<file path="src/sv/dttf_pkg.sv">
// Shared types, constants and constant tables for the decimal text to fixed point block.
// Used by every module of the block; depends on nothing else.
`default_nettype none

package dttf_pkg;

  // Number format
  localparam int FRAC_BITS       = 32;
  localparam int MANTISSA_DIGITS = 18;

  // Parser state widths and limits
  localparam int MANT_W     = 60;
  localparam int EV_W       = 10;
  localparam int FRAC_CNT_W = 5;
  localparam int DROP_W     = 6;
  localparam int E_W        = 12;
  localparam int EV_MAX     = 999;
  localparam int FRAC_MAX   = 31;
  localparam int DROP_MAX   = 63;

  // Character codes
  localparam logic [7:0] CH_MINUS = 8'h2D;
  localparam logic [7:0] CH_PLUS  = 8'h2B;
  localparam logic [7:0] CH_DOT   = 8'h2E;
  localparam logic [7:0] CH_E     = 8'h65;
  localparam logic [7:0] CH_ZERO  = 8'h30;
  localparam logic [7:0] CH_NINE  = 8'h39;

  // Scaling unit sizes: the dividend is the mantissa shifted up by FRAC_BITS,
  // and the power-of-ten table reaches one entry past the largest dividend.
  localparam int DVD_W   = MANT_W + FRAC_BITS;
  localparam int POW10_N = DVD_W * 31 / 100 + 2;
  localparam int K_W     = $clog2(POW10_N);
  localparam int DIV_W   = 4 * POW10_N;
  localparam int BIT_W   = $clog2(DVD_W + 1);
  localparam int QX_W    = DVD_W + 64;

  // Clamp values and the bounds used while scaling up
  localparam logic [63:0] LIM_POS    = 64'h7FFF_FFFF_FFFF_FFFF;
  localparam logic [63:0] LIM_NEG    = 64'h8000_0000_0000_0000;
  localparam logic [63:0] LIMD10_POS = LIM_POS / 10;
  localparam logic [63:0] LIMD10_NEG = LIM_NEG / 10;
  localparam logic [63:0] LIMSH_POS  = LIM_POS >> FRAC_BITS;
  localparam logic [63:0] LIMSH_NEG  = LIM_NEG >> FRAC_BITS;

  // Job queue between parser and scaler
  localparam int QUEUE_DEPTH = 2;
  localparam int QP_W        = $clog2(QUEUE_DEPTH);

  typedef enum logic [2:0] {
    PH_SIGN,
    PH_INT,
    PH_FRAC,
    PH_ESIGN,
    PH_EXP,
    PH_DONE
  } phase_t;

  typedef enum logic [2:0] {
    BK_IDLE,
    BK_UP,
    BK_DOWN,
    BK_CHECK,
    BK_FIN
  } back_state_t;

  // One parsed number waiting for scaling
  typedef struct packed {
    logic                  neg;
    logic [MANT_W-1:0]     mant;
    logic signed [E_W-1:0] e;
  } job_t;

  typedef struct packed {
    logic not_empty;
    logic full;
  } q_stat_t;

  typedef logic [DIV_W-1:0] pow10_tab_t [POW10_N];

  function automatic logic [MANT_W-1:0] keep_limit_f(input int digits);
    logic [MANT_W-1:0] p;
    p = MANT_W'(1);
    for (int i = 1; i < digits; i++) begin
      p = p * MANT_W'(10);
    end
    return p;
  endfunction

  function automatic pow10_tab_t gen_pow10();
    pow10_tab_t        t;
    logic [DIV_W-1:0]  p;
    p = DIV_W'(1);
    for (int i = 0; i < POW10_N; i++) begin
      t[i] = p;
      p    = p * DIV_W'(10);
    end
    return t;
  endfunction

  localparam logic [MANT_W-1:0] KEEP_LIMIT = keep_limit_f(MANTISSA_DIGITS);
  localparam pow10_tab_t        POW10      = gen_pow10();

endpackage

`default_nettype wire

</file>
<file path="src/sv/decimal_text_to_fixed_point_top.sv">
// Decimal text to signed Q32.32: one character per input beat, one result per string.
// A character is parsed in the cycle it is accepted. After the last character, a zero
// mantissa goes to the output register unscaled; otherwise the value is scaled up by one
// multiply by ten per step, stopping early at saturation, or down by one restoring
// division step per dividend bit. Throughput: one character per cycle while the two-entry
// job queue has room. Reset (rst_n low, synchronous) empties the queue and output register.
`default_nettype none

module decimal_text_to_fixed_point_top (
  input  wire logic        clk,
  input  wire logic        rst_n,
  // Input stream of characters
  input  wire logic        in_tvalid,
  output logic             in_tready,
  input  wire logic [7:0]  in_tdata,   // [7:0] char_code
  input  wire logic        in_tlast,   // last character of the string
  // Result stream
  output logic             out_tvalid,
  input  wire logic        out_tready,
  output logic [63:0]      out_tdata,  // [63:0] value, signed Q32.32
  output logic [7:0]       out_tuser   // [0] saturated, [7:1] zero
);
  import dttf_pkg::*;

  // The front parser pushes one job per string; the queue lets it keep taking
  // characters of the next string while the back unit is still scaling.
  logic    push;
  job_t    push_job;
  logic    pop;
  job_t    pop_job;
  q_stat_t q_stat;

  dttf_front u_front (
    .clk       (clk),
    .rst_n     (rst_n),
    .in_tvalid (in_tvalid),
    .in_tready (in_tready),
    .in_tdata  (in_tdata),
    .in_tlast  (in_tlast),
    .q_stat    (q_stat),
    .push      (push),
    .push_job  (push_job)
  );

  dttf_queue u_queue (
    .clk      (clk),
    .rst_n    (rst_n),
    .push     (push),
    .push_job (push_job),
    .pop      (pop),
    .pop_job  (pop_job),
    .q_stat   (q_stat)
  );

  // The back unit scales the decimal mantissa and drives the output register,
  // which holds a finished beat while the next job is already being scaled.
  dttf_back u_back (
    .clk        (clk),
    .rst_n      (rst_n),
    .q_stat     (q_stat),
    .job        (pop_job),
    .pop        (pop),
    .out_tvalid (out_tvalid),
    .out_tready (out_tready),
    .out_tdata  (out_tdata),
    .out_tuser  (out_tuser)
  );

endmodule

`default_nettype wire

</file>
<file path="src/sv/dttf_front.sv">
// Character parser: accepts one character per beat and builds sign, mantissa and exponent.
// Depends on dttf_pkg; pushes one job into the queue on the last character.
`default_nettype none

module dttf_front (
  input  wire logic             clk,
  input  wire logic             rst_n,
  input  wire logic             in_tvalid,
  output logic                  in_tready,
  input  wire logic [7:0]       in_tdata,
  input  wire logic             in_tlast,
  input  wire dttf_pkg::q_stat_t q_stat,
  output logic                  push,
  output dttf_pkg::job_t        push_job
);
  import dttf_pkg::*;

  phase_t                  phase_r, phase_nxt, ph_eff;
  logic                    neg_r, neg_nxt;
  logic [MANT_W-1:0]       mant_r, mant_nxt;
  logic [FRAC_CNT_W-1:0]   frac_r, frac_nxt;
  logic [DROP_W-1:0]       drop_r, drop_nxt;
  logic                    eneg_r, eneg_nxt;
  logic [EV_W-1:0]         ev_r, ev_nxt;

  logic                    accept;
  logic                    is_digit;
  logic [3:0]              dig;
  logic [MANT_W-1:0]       mant_x10;
  logic [13:0]             ev_x10;
  logic signed [E_W-1:0]   e_exp;

  assign in_tready = !q_stat.full;
  assign accept    = in_tvalid && in_tready;
  assign is_digit  = (in_tdata >= CH_ZERO) && (in_tdata <= CH_NINE);
  assign dig       = 4'(in_tdata - CH_ZERO);
  assign mant_x10  = (mant_r << 3) + (mant_r << 1) + MANT_W'(dig);
  assign ev_x10    = (14'(ev_r) << 3) + (14'(ev_r) << 1) + 14'(dig);

  // A sign phase character other than '-' is parsed as an integer character.
  assign ph_eff = (phase_r == PH_SIGN && in_tdata != CH_MINUS) ? PH_INT : phase_r;

  // Next phase
  always_comb begin
    phase_nxt = phase_r;
    unique case (ph_eff)
      PH_SIGN: phase_nxt = PH_INT;
      PH_INT: begin
        if (is_digit) phase_nxt = PH_INT;
        else if (in_tdata == CH_DOT) phase_nxt = PH_FRAC;
        else if (in_tdata == CH_E) phase_nxt = PH_ESIGN;
        else phase_nxt = PH_DONE;
      end
      PH_FRAC: begin
        if (is_digit) phase_nxt = PH_FRAC;
        else if (in_tdata == CH_E) phase_nxt = PH_ESIGN;
        else phase_nxt = PH_DONE;
      end
      PH_ESIGN: begin
        if (in_tdata == CH_PLUS || in_tdata == CH_MINUS) phase_nxt = PH_EXP;
        else phase_nxt = PH_DONE;
      end
      PH_EXP: phase_nxt = is_digit ? PH_EXP : PH_DONE;
      default: phase_nxt = PH_DONE;
    endcase
  end

  // Number fields after this character
  always_comb begin
    neg_nxt  = neg_r;
    mant_nxt = mant_r;
    frac_nxt = frac_r;
    drop_nxt = drop_r;
    eneg_nxt = eneg_r;
    ev_nxt   = ev_r;
    unique case (ph_eff)
      PH_SIGN: neg_nxt = 1'b1;
      PH_INT: begin
        if (is_digit) begin
          if (mant_r < KEEP_LIMIT) mant_nxt = mant_x10;
          else if (drop_r < DROP_W'(DROP_MAX)) drop_nxt = drop_r + DROP_W'(1);
        end
      end
      PH_FRAC: begin
        if (is_digit && mant_r < KEEP_LIMIT && frac_r < FRAC_CNT_W'(FRAC_MAX)) begin
          mant_nxt = mant_x10;
          frac_nxt = frac_r + FRAC_CNT_W'(1);
        end
      end
      PH_ESIGN: begin
        if (in_tdata == CH_PLUS) eneg_nxt = 1'b0;
        else if (in_tdata == CH_MINUS) eneg_nxt = 1'b1;
      end
      PH_EXP: begin
        if (is_digit) begin
          ev_nxt = (ev_x10 > 14'(EV_MAX)) ? EV_W'(EV_MAX) : ev_x10[EV_W-1:0];
        end
      end
      default: ;
    endcase
  end

  assign e_exp = eneg_nxt ? -E_W'(ev_nxt) : E_W'(ev_nxt);

  always_comb begin
    push          = accept && in_tlast;
    push_job.neg  = neg_nxt;
    push_job.mant = mant_nxt;
    push_job.e    = e_exp + E_W'(drop_nxt) - E_W'(frac_nxt);
  end

  always_ff @(posedge clk) begin
    if (!rst_n) begin
      phase_r <= PH_SIGN;
      neg_r   <= 1'b0;
      mant_r  <= '0;
      frac_r  <= '0;
      drop_r  <= '0;
      eneg_r  <= 1'b0;
      ev_r    <= '0;
    end else if (accept) begin
      if (in_tlast) begin
        phase_r <= PH_SIGN;
        neg_r   <= 1'b0;
        mant_r  <= '0;
        frac_r  <= '0;
        drop_r  <= '0;
        eneg_r  <= 1'b0;
        ev_r    <= '0;
      end else begin
        phase_r <= phase_nxt;
        neg_r   <= neg_nxt;
        mant_r  <= mant_nxt;
        frac_r  <= frac_nxt;
        drop_r  <= drop_nxt;
        eneg_r  <= eneg_nxt;
        ev_r    <= ev_nxt;
      end
    end
  end

endmodule

`default_nettype wire

</file>
<file path="src/sv/dttf_queue.sv">
// Short job queue that decouples the character parser from the scaling unit.
// Depends on dttf_pkg for the job type and depth.
`default_nettype none

module dttf_queue (
  input  wire logic              clk,
  input  wire logic              rst_n,
  input  wire logic              push,
  input  wire dttf_pkg::job_t    push_job,
  input  wire logic              pop,
  output dttf_pkg::job_t         pop_job,
  output dttf_pkg::q_stat_t      q_stat
);
  import dttf_pkg::*;

  job_t            ent_r [QUEUE_DEPTH];
  logic [QP_W-1:0] wr_ptr_r, rd_ptr_r;
  logic [QP_W:0]   cnt_r, cnt_nxt;
  logic            do_push, do_pop;

  assign q_stat.not_empty = (cnt_r != '0);
  assign q_stat.full      = (cnt_r == (QP_W+1)'(QUEUE_DEPTH));
  assign do_push          = push && !q_stat.full;
  assign do_pop           = pop && q_stat.not_empty;
  assign pop_job          = ent_r[rd_ptr_r];

  always_comb begin
    cnt_nxt = cnt_r;
    if (do_push && !do_pop) cnt_nxt = cnt_r + (QP_W+1)'(1);
    else if (do_pop && !do_push) cnt_nxt = cnt_r - (QP_W+1)'(1);
  end

  always_ff @(posedge clk) begin
    if (do_push) ent_r[wr_ptr_r] <= push_job;
  end

  always_ff @(posedge clk) begin
    if (!rst_n) begin
      wr_ptr_r <= '0;
      rd_ptr_r <= '0;
      cnt_r    <= '0;
    end else begin
      if (do_push) wr_ptr_r <= wr_ptr_r + QP_W'(1);
      if (do_pop) rd_ptr_r <= rd_ptr_r + QP_W'(1);
      cnt_r <= cnt_nxt;
    end
  end

endmodule

`default_nettype wire

</file>
<file path="src/sv/dttf_back.sv">
// Scaling unit: turns a parsed mantissa and decimal exponent into saturated Q32.32.
// Depends on dttf_pkg; scales up by one multiply by ten per cycle, down by one restoring
// division step per cycle, and holds the result in an output register.
`default_nettype none

module dttf_back (
  input  wire logic              clk,
  input  wire logic              rst_n,
  input  wire dttf_pkg::q_stat_t q_stat,
  input  wire dttf_pkg::job_t    job,
  output logic                   pop,
  output logic                   out_tvalid,
  input  wire logic              out_tready,
  output logic [63:0]            out_tdata,
  output logic [7:0]             out_tuser
);
  import dttf_pkg::*;

  back_state_t       st_r, st_nxt;
  logic              neg_r, neg_nxt;
  logic [63:0]       m_r, m_nxt;
  logic [E_W-2:0]    cnt_r, cnt_nxt;
  logic [DVD_W-1:0]  dvd_r, dvd_nxt;
  logic [DIV_W-1:0]  rem_r, rem_nxt;
  logic [DIV_W-1:0]  div_r, div_nxt;
  logic [BIT_W-1:0]  bit_r, bit_nxt;
  logic [63:0]       mag_r, mag_nxt;
  logic              sat_r, sat_nxt;
  logic              ov_r, ov_nxt;
  logic [63:0]       od_r, od_nxt;
  logic              os_r, os_nxt;

  logic              fin_fire;
  logic [63:0]       lim, lim_d10, lim_sh;
  logic              up_ovf;
  logic [DIV_W:0]    rem_sh;
  logic              ge;
  logic [E_W-1:0]    neg_e;
  logic [K_W-1:0]    kidx;
  logic [QX_W-1:0]   q_ext, lim_ext;

  assign lim     = neg_r ? LIM_NEG : LIM_POS;
  assign lim_d10 = neg_r ? LIMD10_NEG : LIMD10_POS;
  assign lim_sh  = neg_r ? LIMSH_NEG : LIMSH_POS;
  assign up_ovf  = m_r > lim_d10;
  assign rem_sh  = {rem_r, dvd_r[DVD_W-1]};
  assign ge      = rem_sh >= {1'b0, div_r};
  assign neg_e   = -job.e;
  assign kidx    = (neg_e > E_W'(POW10_N - 1)) ? K_W'(POW10_N - 1) : neg_e[K_W-1:0];
  assign q_ext   = QX_W'(dvd_r);
  assign lim_ext = QX_W'(lim);
  assign fin_fire = (st_r == BK_FIN) && (!ov_r || out_tready);

  // Next state
  always_comb begin
    st_nxt = st_r;
    unique case (st_r)
      BK_IDLE: begin
        if (q_stat.not_empty) begin
          if (job.mant == '0) st_nxt = BK_FIN;
          else if (job.e[E_W-1]) st_nxt = BK_DOWN;
          else st_nxt = BK_UP;
        end
      end
      BK_UP:    if (cnt_r == '0 || up_ovf) st_nxt = BK_FIN;
      BK_DOWN:  if (bit_r == BIT_W'(1)) st_nxt = BK_CHECK;
      BK_CHECK: st_nxt = BK_FIN;
      BK_FIN:   if (fin_fire) st_nxt = BK_IDLE;
      default:  st_nxt = BK_IDLE;
    endcase
  end

  // Datapath and outputs
  always_comb begin
    pop     = 1'b0;
    neg_nxt = neg_r;
    m_nxt   = m_r;
    cnt_nxt = cnt_r;
    dvd_nxt = dvd_r;
    rem_nxt = rem_r;
    div_nxt = div_r;
    bit_nxt = bit_r;
    mag_nxt = mag_r;
    sat_nxt = sat_r;
    unique case (st_r)
      BK_IDLE: begin
        if (q_stat.not_empty) begin
          pop     = 1'b1;
          neg_nxt = job.neg;
          m_nxt   = 64'(job.mant);
          cnt_nxt = job.e[E_W-2:0];
          dvd_nxt = DVD_W'(job.mant) << FRAC_BITS;
          rem_nxt = '0;
          div_nxt = POW10[kidx];
          bit_nxt = BIT_W'(DVD_W);
          mag_nxt = '0;
          sat_nxt = 1'b0;
        end
      end
      BK_UP: begin
        if (cnt_r == '0) begin
          sat_nxt = m_r > lim_sh;
          mag_nxt = (m_r > lim_sh) ? lim : (m_r << FRAC_BITS);
        end else if (up_ovf) begin
          sat_nxt = 1'b1;
          mag_nxt = lim;
        end else begin
          m_nxt   = (m_r << 3) + (m_r << 1);
          cnt_nxt = cnt_r - (E_W-1)'(1);
        end
      end
      BK_DOWN: begin
        rem_nxt = ge ? DIV_W'(rem_sh - {1'b0, div_r}) : DIV_W'(rem_sh);
        dvd_nxt = {dvd_r[DVD_W-2:0], ge};
        bit_nxt = bit_r - BIT_W'(1);
      end
      BK_CHECK: begin
        sat_nxt = q_ext > lim_ext;
        mag_nxt = (q_ext > lim_ext) ? lim : 64'(q_ext);
      end
      BK_FIN: ;
      default: ;
    endcase
  end

  // Output register: loads a finished result, clears when the beat is taken.
  always_comb begin
    ov_nxt = ov_r;
    od_nxt = od_r;
    os_nxt = os_r;
    if (fin_fire) begin
      ov_nxt = 1'b1;
      od_nxt = neg_r ? (64'd0 - mag_r) : mag_r;
      os_nxt = sat_r;
    end else if (out_tready) begin
      ov_nxt = 1'b0;
    end
  end

  assign out_tvalid = ov_r;
  assign out_tdata  = od_r;
  assign out_tuser  = {7'd0, os_r};

  always_ff @(posedge clk) begin
    neg_r <= neg_nxt;
    m_r   <= m_nxt;
    cnt_r <= cnt_nxt;
    dvd_r <= dvd_nxt;
    rem_r <= rem_nxt;
    div_r <= div_nxt;
    bit_r <= bit_nxt;
    mag_r <= mag_nxt;
    sat_r <= sat_nxt;
    od_r  <= od_nxt;
    os_r  <= os_nxt;
  end

  always_ff @(posedge clk) begin
    if (!rst_n) begin
      st_r <= BK_IDLE;
      ov_r <= 1'b0;
    end else begin
      st_r <= st_nxt;
      ov_r <= ov_nxt;
    end
  end

endmodule

`default_nettype wire

</file>
<file path="config.mk">
export PLATFORM = sky130hd
export DESIGN_NAME = decimal_text_to_fixed_point_top
export DESIGN_NICKNAME = d
export VERILOG_FILES = /design/src/sv/dttf_pkg.sv /design/src/sv/decimal_text_to_fixed_point_top.sv /design/src/sv/dttf_front.sv /design/src/sv/dttf_queue.sv /design/src/sv/dttf_back.sv
export SDC_FILE = /design/constraint.sdc
export NUM_CORES = 2
export LEC_CHECK = 0
export BUFFER_PORTS_ARGS = -buffer_cell sky130_fd_sc_hd__buf_2
export CAP_MARGIN = 20
export CORE_UTILIZATION = 45
export DETAILED_ROUTE_END_ITERATION = 12
export PLACE_DENSITY_LB_ADDON = 0.05
export SYNTH_ARGS = -nofsm -noshare
export SYNTH_HDL_FRONTEND = slang
export SYNTH_SLANG_ARGS = --single-unit
</file>
<file path="constraint.sdc">
create_clock -name clk -period 9.4 [get_ports clk]
set_input_delay 0.47 -clock clk [delete_from_list [all_inputs] [get_ports clk]]
set_output_delay 0.47 -clock clk [all_outputs]
set_load 0.01 [all_outputs]
</file>
# --- Word level (Yosys, flattened, before mapping) ---
# Memories as Yosys holds them, arrays and structs flattened. A register that Yosys moved wholly into a read port is not among the register bits.
# Index checks and enable logic that the tools add are counted.
word_totals:
  regBits: 519
  ramBits: 146
  romBits: 3840
  in_bits: 13
  output_inout_bits: 74
  wordCells: 191
  mem_count: 2
memory_table:
  columns: ["name", "words", "width", "rd", "rd_ports_with_merged_regs", "write_ports", "line", "text"]
  rows:
  - ["(name not given)", 32, 120, 1, 1, 0, "dttf_back.sv:94", "div_nxt = POW10[kidx];"]
  - ["u_queue.ent_r", 2, 73, 1, 1, 1, "dttf_queue.sv:16", "job_t ent_r [QUEUE_DEPTH];"]
op_classes:
  add_sub_neg: 20
  magnitude_cmp: 11
  eq_ne: 22
  muxes: 79
  bitwise_logic: 1
  n_reduce_logical: 34
ops:
  columns: ["operator", "n"]
  rows:
  - ["$mux 64", 10]
  - ["$mux 120", 2]
  - ["$mux 60", 4]
  - ["$pmux 120 s2", 1]
  - ["$pmux 64 s3", 1]
  - ["$pmux 92 s2", 1]
  - ["$pmux 64 s2", 1]
  - ["$ge 121x120->1", 1]
  - ["$pmux 60 s2", 1]
  - ["$sub 120x120->120", 1]
  - ["$gt 92x64->1", 1]
  - ["$mux 92", 1]
  - ["$add 64x64->64", 1]
  - ["$gt 64x60->1 const B", 1]
  - ["$gt 64x64->1", 1]
  - ["$sub 1x64->64 const A", 1]
  - ["$add 60x4->60", 1]
  - ["$add 60x60->60", 1]
  - ["$logic_not 60->1", 1]
  - ["$lt 60x57->1 const B", 1]
  - ["$mux 10", 4]
  - ["$mux 11", 3]
  - ["$mux 3", 11]
  - ["$mux 32", 1]
  - ["other kinds (52)", 115]

# --- Depth between registers and ports, before layout ---
logic_depth:
  ltp_word: 10
  mapped_depth: 30
  mapped_depth_nobuf: 29

# --- Cells and area by module ---
# From an unflattened synthesis, not the netlist that was laid out.
hier_totals:
  hier_cells: 5530
  hier_area_um2: 52126.2
modules_own_cells:
  columns: ["module", "n_inst", "cells_per_inst", "area_each_um2", "seq_area_each_um2"]
  rows:
  - ["dttf_back", 1, 4003, 36590.1, 15514.9]
  - ["dttf_front", 1, 1275, 10035.9, 1721.7]
  - ["dttf_queue", 1, 252, 5500.3, 4484.3]

# --- Worst setup path before layout ---
# Ideal clock, no wire load.
synth_timing:
  path_type: "register to register"
  startpoint: "reg u_back.cnt_r[2]"
  endpoint: "reg u_back.mag_r[0] (enable)"
  setup_time_ns: 0.581
  arrival_ns: 6.750
  required_ns: 8.819
  path_slack_ns: 2.069
  path_stages_with_launch: 8
  path_buffers: 0
  synth_period_minus_slack_ns: 7.331
  cell_sequence: "edfxtp_1 or4_1 or3_1 nor2_1 nor4b_1 nor2_1 a22oi_1 nor3b_1"
synth_between:
  elab_chain_len: 3
synth_lines:
  columns: ["element", "line", "text"]
  rows:
  - ["start, declared", "dttf_back.sv:22", "logic [E_W-2:0] cnt_r, cnt_nxt;"]
  - ["start signal, assigned", "dttf_back.sv:147", "cnt_r <= cnt_nxt;"]
  - ["$logic_not 11->1", "dttf_back.sv:101", "if (cnt_r == '0) begin"]
  - ["$ne 3x1->1 (no source line)", null, null]
  - ["$reduce_and 3->1 (no source line)", null, null]
  - ["end signal, assigned", "dttf_back.sv:152", "mag_r <= mag_nxt;"]
  - ["end, declared", "dttf_back.sv:27", "logic [63:0] mag_r, mag_nxt;"]
# No other way between the ends.
# A chain may end at the register's enable or synchronous reset.

==> flow_summary.json <==
{
  "cts_setup_buffers": 0,
  "dpl.hpwl_mm": 112,
  "yosys.area.top_type": "edfxtp_1",
  "cts_buffer_depth": 3,
  "synth_async_sr_flop_share": 0,
  "viasPerCell": 5.93,
  "drtPass1Iterations": 5,
  "grt_overflow": 0,
  "ys_seq_area_frac": 0.424,
  "rows": 123,
  "synth-compound-area-share": 0.197,
  "drt-initial-drc-count": 3066,
  "start_util": 0.455,
  "synth_simple_gate_area_frac": 0.163,
  "die_width_um": 339,
  "port_buffers": 79,
  "post-synth-top-count-cell": "edfxtp_1",
  "antenna-diode-count": 0,
  "die_h_um": 339,
  "finalWirelength_mm": 153,
  "nets": 5843,
  "synth_xor_area_frac": 0.0523,
  "grt_max_degree": 86,
  "clock-sinks": 755,
  "ioPinCount": 87,
  "synth_seq_cells": 755,
  "synthTopCellsByArea": "edfxtp_1 39%, ha_1 10%, a21oi_1 5.2%, nand2_1 3.8%, dfxtp_1 3.7%",
  "ys_top_cells_by_count": "660 x edfxtp_1, 531 x a21oi_1, 521 x nand2_1",
  "htree_levels": 3,
  "max_cap_viol_count": 0,
  "gp_congestion": 0.948,
  "drv_slew": 0,
  "setup_violations": 0,
  "postSynthCellCount": 5422,
  "synth_top_family_by_area": "compound AO/OA/AOI/OAI gates",
  "tritoncts": "built",
  "cts_resized": 0,
  "crit_path_start_kind": "flop",
  "tightest_slew_ps": 1060,
  "hold_start": "out_tready",
  "cts_made_buffers": 89,
  "clk_pin_slew_ps": 60,
  "finalCriticalPeriod_ps": 6950,
  "grt_pass1_vias": 39800,
  "area_growth_pct": 9.57,
  "core_area_um2": 113000,
  "rsz0062_at_grt": "false",
  "vdd_drop_max_mv": 0.251,
  "hold_viol": 0,
  "grt_usage": 0.260,
  "fmax_mhz": 144,
  "fin_crit_sh": 0.739,
  "worstHoldEndpoint": "u_back.out_tvalid",
  "layout-drive-gt1-share": 0.0637,
  "antenna_found_initial": 3,
  "fin_skew_ps": 50.1,
  "avgSynthCellArea_um2": 9.45,
  "r2r-end": "u_queue.ent_r[0][11]",
  "power_density_nw_per_um2": 345,
  "yosys_warnings": 0,
  "reg2reg_depth": 27,
  "synth_area_um2": 51200,
  "synth_edf_count": 660,
  "hold_depth": 3,
  "arrival_ps": 7360,
  "slew_headroom": 0.291,
  "finalSetupTns_ps": 0,
  "final_antenna_net_count": 0,
  "synth_top_area_frac": 0.387,
  "synth_fa_ha_area_frac": 0.109,
  "vias": 41300,
  "remaining_drc_errors": 0,
  "status": "finished, final reports clean",
  "root_buffer": "clkbuf_16",
  "r2r-start": "u_front.ev_r[2]",
  "synth.distinct_cells": 88,
  "leakage_nw": 22.5,
  "r2r_slack_ps": 2450,
  "required_ps": 9810,
  "clock_latency_ps": 710,
  "critPathKind": "flop to flop",
  "cts_hold_buf": 0,
  "synth_ff_type": "edfxtp_1",
  "grt_pass1_wl_mm": 236,
  "dieArea_um2": 115000,
  "hold-worst-slack_ps": 337,
  "hp-class": "input pin to flop",
  "muxShareOfSynthArea": 0.0188,
  "wire_per_inst_um": 21.9,
  "crit_path_end_kind": "flop",
  "cp_max_fo": 8
}
==> layout by cell type, fill, tap and decap left out, types with 18 or more instances in the layout <==
cell type  netlist  layout
a211oi_1        55      55
o21ai_0        316     316
a21oi_1        531     531
nand2b_1        47      45
mux2i_1         87      87
o31ai_1         40      40
a21o_1         199     199
o22ai_1         18      18
nor3_1         121     121
o211ai_1        28      28
inv_1          211     210
a21boi_0        19      19
a221o_1         37      37
xnor2_1        197     197
or2_2           23      22
ha_1           428     428
or3_1           53      53
a31oi_1         44      44
nand2_1        521     518
and2_1          56      55
buf_2            5      79
and3_1          39      38
xor2_1         109     109
edfxtp_1       660     660
nand4_1        108     108
or4_1           20      20
nor2b_1        101      98
buf_4            8      58
clkbuf_16        0      93
nand3_1         92      92
nor4_1          70      69
dfxtp_1         95      94
a22oi_1         61      61
o21a_1          60      60
nor2_1         460     454
o21bai_1        46      46
==> flip-flops by register name, summed over array words and instances (netlist names), 5 cells and up, named ones only <==
name,count
u_back.out_tdata,64
u_front.frac_r,5
u_queue.ent_r,146
u_back.mag_r,64
u_front.ev_r,10
u_back.m_r,64
u_front.drop_r,6
u_front.mant_r,60
u_back.rem_r,120
u_back.bit_r,7
u_back.cnt_r,11
u_back.div_r,89
u_back.dvd_r,92
==> worst max-delay path: stages (launching register included) <==
cell and delay, ps:
dfxtp_1 450, fa_1 510, fa_1 460, a21o_1 190
a21oi_1 210, nand2b_1 160, a21oi_1 90, o21ai_0 180
a21oi_1 80, or4b_1 690, a41o_4 340, o22a_1 240
inv_1 80, ha_1 220, mux2i_1 210, fa_1 500
inv_1 90, ha_1 220, a21o_1 180, a21oi_1 250
o21ai_0 120, a21oi_1 240, o21bai_1 100, a21oi_1 240
o21bai_1 100, a21oi_1 240, o21ai_0 150, xnor2_1 160
==> metal layers <==
metal / vias to the layer above / global-route usage / share of wire / routed length (um)
met3: 214 / 0.0285 / 0.041 / 6290
met5: - / 0 / 0.000079 / 12
met1: 20100 / 0.361 / 0.46 / 70800
met4: 2 / 0.0705 / 0.026 / 3920
met2: 973 / 0.430 / 0.47 / 71500
li1: 20100 / - / - / -
==> worst max path at each step <==
stage / startpoint / end / slack, ps / cells after the start
after global routing: u_front.ev_r[2] / u_queue.ent_r[1][11] / 1910 / 27
after floorplan: u_back.cnt_r[2] / u_back.mag_r[0] / 2070 / 7
after global placement: in_tdata[3] / u_queue.ent_r[0][11] / 2270 / 28
after CTS: u_front.ev_r[2] / u_queue.ent_r[1][11] / 2460 / 27
final: u_front.ev_r[2] / u_queue.ent_r[0][11] / 2450 / 27
after detailed placement: in_tdata[3] / u_queue.ent_r[1][11] / 2140 / 28
==> cells by family after synthesis <==
family	Yosys count
simple gates	1750
xor+xnor	306
compound gates	1597
other cells	1
buf+inv	479
fa+ha+maj	439
mux	95
flops	755
==> where the power goes <==
| part | total [mW] | switching, mW | internal (mW) |
|---|---|---|---|
| Sequential | 6.41 | 0.992 | 5.41 |
| Clock | 3.64 | 1.52 | 2.12 |
| Combinational | 9.31 | 5.91 | 3.40 |
| Total | 19.4 | 8.42 | 10.9 |
==> per-stage QoR <==
stage | instances | worst slack (ps) | power (mW) | util | area, um2
after floorplan | 5428 | 2070 | 13.1 | - | 51300
after global placement | 6797 | 2270 | 15.6 | 0.471 | 53100
after CTS | 6960 | 2460 | 19.4 | 0.498 | 56100
after global routing | 6962 | 1910 | 20.7 | 0.498 | 56200
final | 6962 | 2450 | 19.4 | 0.498 | 56200
after detailed placement | 6798 | 2140 | 15.7 | 0.471 | 53100
==> area by class of cell <==
| type | instances | area [um2] |
|---|---|---|
| clock buffers | 114 | 2470 |
| clock inverters | 48 | 604 |
| flip-flops and latches | 755 | 21700 |
| repair buffers | 139 | 847 |
| inverters | 212 | 798 |
| fillers | 10700 | 56500 |
| multi-input cells | 4194 | 27800 |
| well taps | 1500 | 1880 |
Note: power is estimated with default switching activity, not from simulation.
